===== src/hw/rtl/swm_pkg.sv =====
package swm_pkg;

    // window size register
    localparam int CFG_WIDTH = 7;
    localparam logic [CFG_WIDTH-1:0] CFG_RESET = 7'd3;

    // controller states
    typedef enum logic [2:0] {
        ST_IDLE,
        ST_REMOVE,
        ST_INSERT,
        ST_EMIT
    } t_state;

    // commands from controller to datapath
    typedef struct packed {
        logic accept;
        logic remove;
        logic insert;
        logic emit;
    } t_cmd;

    // status from datapath to controller
    typedef struct packed {
        logic full;
        logic out_free;
    } t_status;

endpackage


===== src/hw/rtl/swm_ctrl.sv =====
module swm_ctrl (
    input  logic            i_clk,
    input  logic            i_rst_n,
    input  logic            i_valid,
    input  swm_pkg::t_status i_status,
    output swm_pkg::t_cmd   o_cmd,
    output logic            o_stall
);
    import swm_pkg::*;

    t_state r_state;
    t_state n_state;

    // state register
    always_ff @(posedge i_clk) begin
        if (!i_rst_n) begin
            r_state <= ST_IDLE;
        end else begin
            r_state <= n_state;
        end
    end

    // next state
    always_comb begin
        n_state = r_state;
        case (r_state)
            ST_IDLE: begin
                if (i_valid) begin
                    n_state = i_status.full ? ST_REMOVE : ST_INSERT;
                end
            end
            ST_REMOVE: begin
                n_state = ST_INSERT;
            end
            ST_INSERT: begin
                n_state = ST_EMIT;
            end
            ST_EMIT: begin
                if (!i_status.full || i_status.out_free) begin
                    n_state = ST_IDLE;
                end
            end
            default: begin
                n_state = ST_IDLE;
            end
        endcase
    end

    // command outputs
    always_comb begin
        o_cmd   = '0;
        o_stall = 1'b1;
        case (r_state)
            ST_IDLE: begin
                o_stall      = 1'b0;
                o_cmd.accept = i_valid;
            end
            ST_REMOVE: begin
                o_cmd.remove = 1'b1;
            end
            ST_INSERT: begin
                o_cmd.insert = 1'b1;
            end
            ST_EMIT: begin
                o_cmd.emit = i_status.full && i_status.out_free;
            end
            default: begin
                o_cmd = '0;
            end
        endcase
    end

endmodule


===== config.mk =====
export PLATFORM = sky130hd
export DESIGN_NAME = swm_ctrl
export DESIGN_NICKNAME = d
export VERILOG_FILES = /design/src/hw/rtl/swm_pkg.sv /design/src/hw/rtl/swm_ctrl.sv
export SDC_FILE = /design/constraint.sdc
export NUM_CORES = 1
export LEC_CHECK = 0
export ABC_AREA = 1
export ABC_CLOCK_PERIOD_IN_PS = 1600
export BUFFER_PORTS_ARGS = -buffer_cell sky130_fd_sc_hd__buf_2
export CAP_MARGIN = 20
export CORE_AREA = 2 2 39 41
export CTS_CLUSTER_SIZE = 28
export DETAILED_ROUTE_END_ITERATION = 10
export DIE_AREA = 0 0 41 43
export PLACE_DENSITY = 0.35
export SLEW_MARGIN = 20
export SYNTH_ARGS = -nofsm -noshare
export SYNTH_HDL_FRONTEND = slang
export SYNTH_SLANG_ARGS = --single-unit

===== constraint.sdc =====
create_clock -name i_clk -period 1.6 [get_ports i_clk]
set_input_delay 0.16 -clock i_clk [delete_from_list [all_inputs] [get_ports i_clk]]
set_output_delay 0.16 -clock i_clk [all_outputs]
set_load 0.02 [all_outputs]

==> results.cfg <==
[global_route]
grt_pass1_vias = 167
grt_usage = 0.05906
overflow = 0
grt_max_degree = 6
grt_antenna_before_repair = 0
grt_pass1_wl_microns = 669

[final_layout]
top_regs = r_state (2)
largest_reg_flops = 2
multi_input_area_sq_um = 127.6
fill_cells = 165
syn_to_final_growth_pct = 44.30
nets = 55
diodes = 0
ff_latch_area_sq_um = 40.04
regMostFlops = r_state
fin_area_sq_um = 285.3
drive_gt1_frac = 0.3182

[sta]
final.min_clock_period_ps = 1347
tns_ps = 0
slew_viol_final = 0
fmax_mhz = 742.2
finalCritPeriodShare = 0.8421
finalHoldViolations = 0
setup_viol = 0
rsz0062_at_grt = no
finalClockSkew_ps = 1.819
slew_headroom = 0.8942
tightest_slew_ps = 158.7

[clocking]
insertion_delay_ps = 220
cts_resized = 0
cts_setup_buffers = 0
path_clk_slew_ps = 30
cts_tree = built
cts-hold-fix-buffers = 0
root_buffer = clkbuf_4
htree_levels = 1
clockBufferDepth = 2
cts_made_buffers = 3
clock_sinks = 2

[detailed_routing]
wl_microns = 398
drt-initial-drc-count = 9
drc = 0
viasPerCell = 3.367
wl_per_cell_microns = 6.633
vias = 202
ant_nets = 0
first_pass_iters = 4

[worst_setup_path]
end_kind = output pin
critical_path_peak_fanout = 5
worst_ep_required_time_ps = 1440
startpoint_type = flop
arrival_ps = 1190
crit_type = flop to output pin

[synthesis]
ys_top_cells_by_count = 8 x inv_1, 8 x nand2_1, 4 x ha_1, 4 x nor2_1
synth_cells = 32
yosysTopAreaCellShare = 0.2532
synth_edf_count = 0
netlist.top_cell.by_area = ha_1
avgSynthCellArea_sq_um = 6.178
synth_area_sq_um = 197.7
synthArstFlopShare = 0
synthFlopType = dfxtp_1
synth-seq-cells = 2
seq_area_frac_synth = 0.2025
yosys-top-cells-area = ha_1 25%, dfxtp_1 20%, inv_1 15%, nand2_1 15%, nor2_1 7.6%
syn_nets = 41
ys_warn_count = 0
synth.distinct_cells = 10

[place]
place_area_sq_um = 262.8
port_buffers = 9
gp_congestion = 0.5742
dp_hpwl_microns = 319.3

[min_path]
holdCritPathClass = input port to flop

[die]
dieWidth_microns = 41
dieArea_sq_um = 1763
initial_core_util = 0.1429
core_area_sq_um = 1384
die_h_microns = 43
rows = 14
io_pins = 10

[power_and_ir_drop]
leakagePower_nw = 0.1795
p_per_area_nw_per_um2 = 1864
vdd_drop_max_v = 0.0004371

[status]
outcome = completed

[job]
maxCapViolCount = 0
## layout make-up
class / count / share of cell area
sequential: 2 / 0.1404
inverter: 8 / 0.1053
clock buffer: 3 / 0.07895
multi-input combinational: 22 / 0.4474
timing repair buffer: 9 / 0.1579
tap: 16 / 0.07018
## final timing paths
kind,slack (ps),endpoint,cells past startpoint,startpoint
worst max-delay path,250,o_cmd[3],5,r_state[0]
worst min-delay path,180,r_state[0],3,i_rst_n
worst max register to register,420,r_state[1],6,r_state[0]
worst min register to register,630,r_state[0],3,r_state[0]
## logic make-up (layout without fill, tap and decap cells)
| logic type | after synthesis | after routing | share of synthesized area |
|---|---|---|---|
| buffers and inverters | 8 | 20 | 0.1519 |
| and+or+nand+nor | 16 | 16 | 0.3418 |
| DFF | 2 | 2 | 0.2025 |
| adders and majority gates | 4 | 4 | 0.2532 |
| AOI/OAI and AO/OA | 2 | 2 | 0.05058 |
## placed cells by master, fill, tap and decap left out
| cell | instances |
|---|---|
| buf_2 | 9 |
| inv_1 | 8 |
| nand2_1 | 8 |
| nor2_1 | 4 |
| ha_1 | 4 |
| clkbuf_4 | 3 |
| nand3_1 | 2 |
| dfxtp_1 | 2 |
| nand2_2 | 1 |
| a21oi_1 | 1 |
| nor2_2 | 1 |
| o21ai_1 | 1 |
## critical path, cell delays in order (launching register included)
cell and delay, ps:
dfxtp_1 370, inv_1 100, ha_1 260, nand2_1 70
inv_1 30, buf_2 140
## routing by layer
layer / up-vias / global-route usage / share of wire
li1: 118 / - / -
met1: 75 / 0.07643 / 0.52
met2: 9 / 0.06250 / 0.35
met3: 0 / 0.04712 / 0.13
met4: 0 / 0.04000 / 0
met5: - / 0 / 0
## power by group
part	internal (mW)	leakage [nW]	switching [mW]
Combinational	0.117	0.149	0.211
Clock	0.0826	0.0138	0.0276
Sequential	0.0739	0.0166	0.0196
## through the flow
stage / utilization / hold slack (ps) / instances / power [mW] / worst slack (ps)
detailed placement: 0.1899 / 409.7 / 57 / 0.4271 / 415.3
global route: 0.2061 / 193.1 / 60 / 0.6073 / 144.5
global placement: 0.1899 / 408.7 / 57 / 0.4374 / 406.9
CTS: 0.2061 / 173.0 / 60 / 0.5465 / 224.5
floorplan: - / 280.5 / 32 / 0.3518 / 523.9
finish: 0.2061 / 179.8 / 60 / 0.5319 / 252.7
Note: power is estimated with default switching activity, not from simulation.
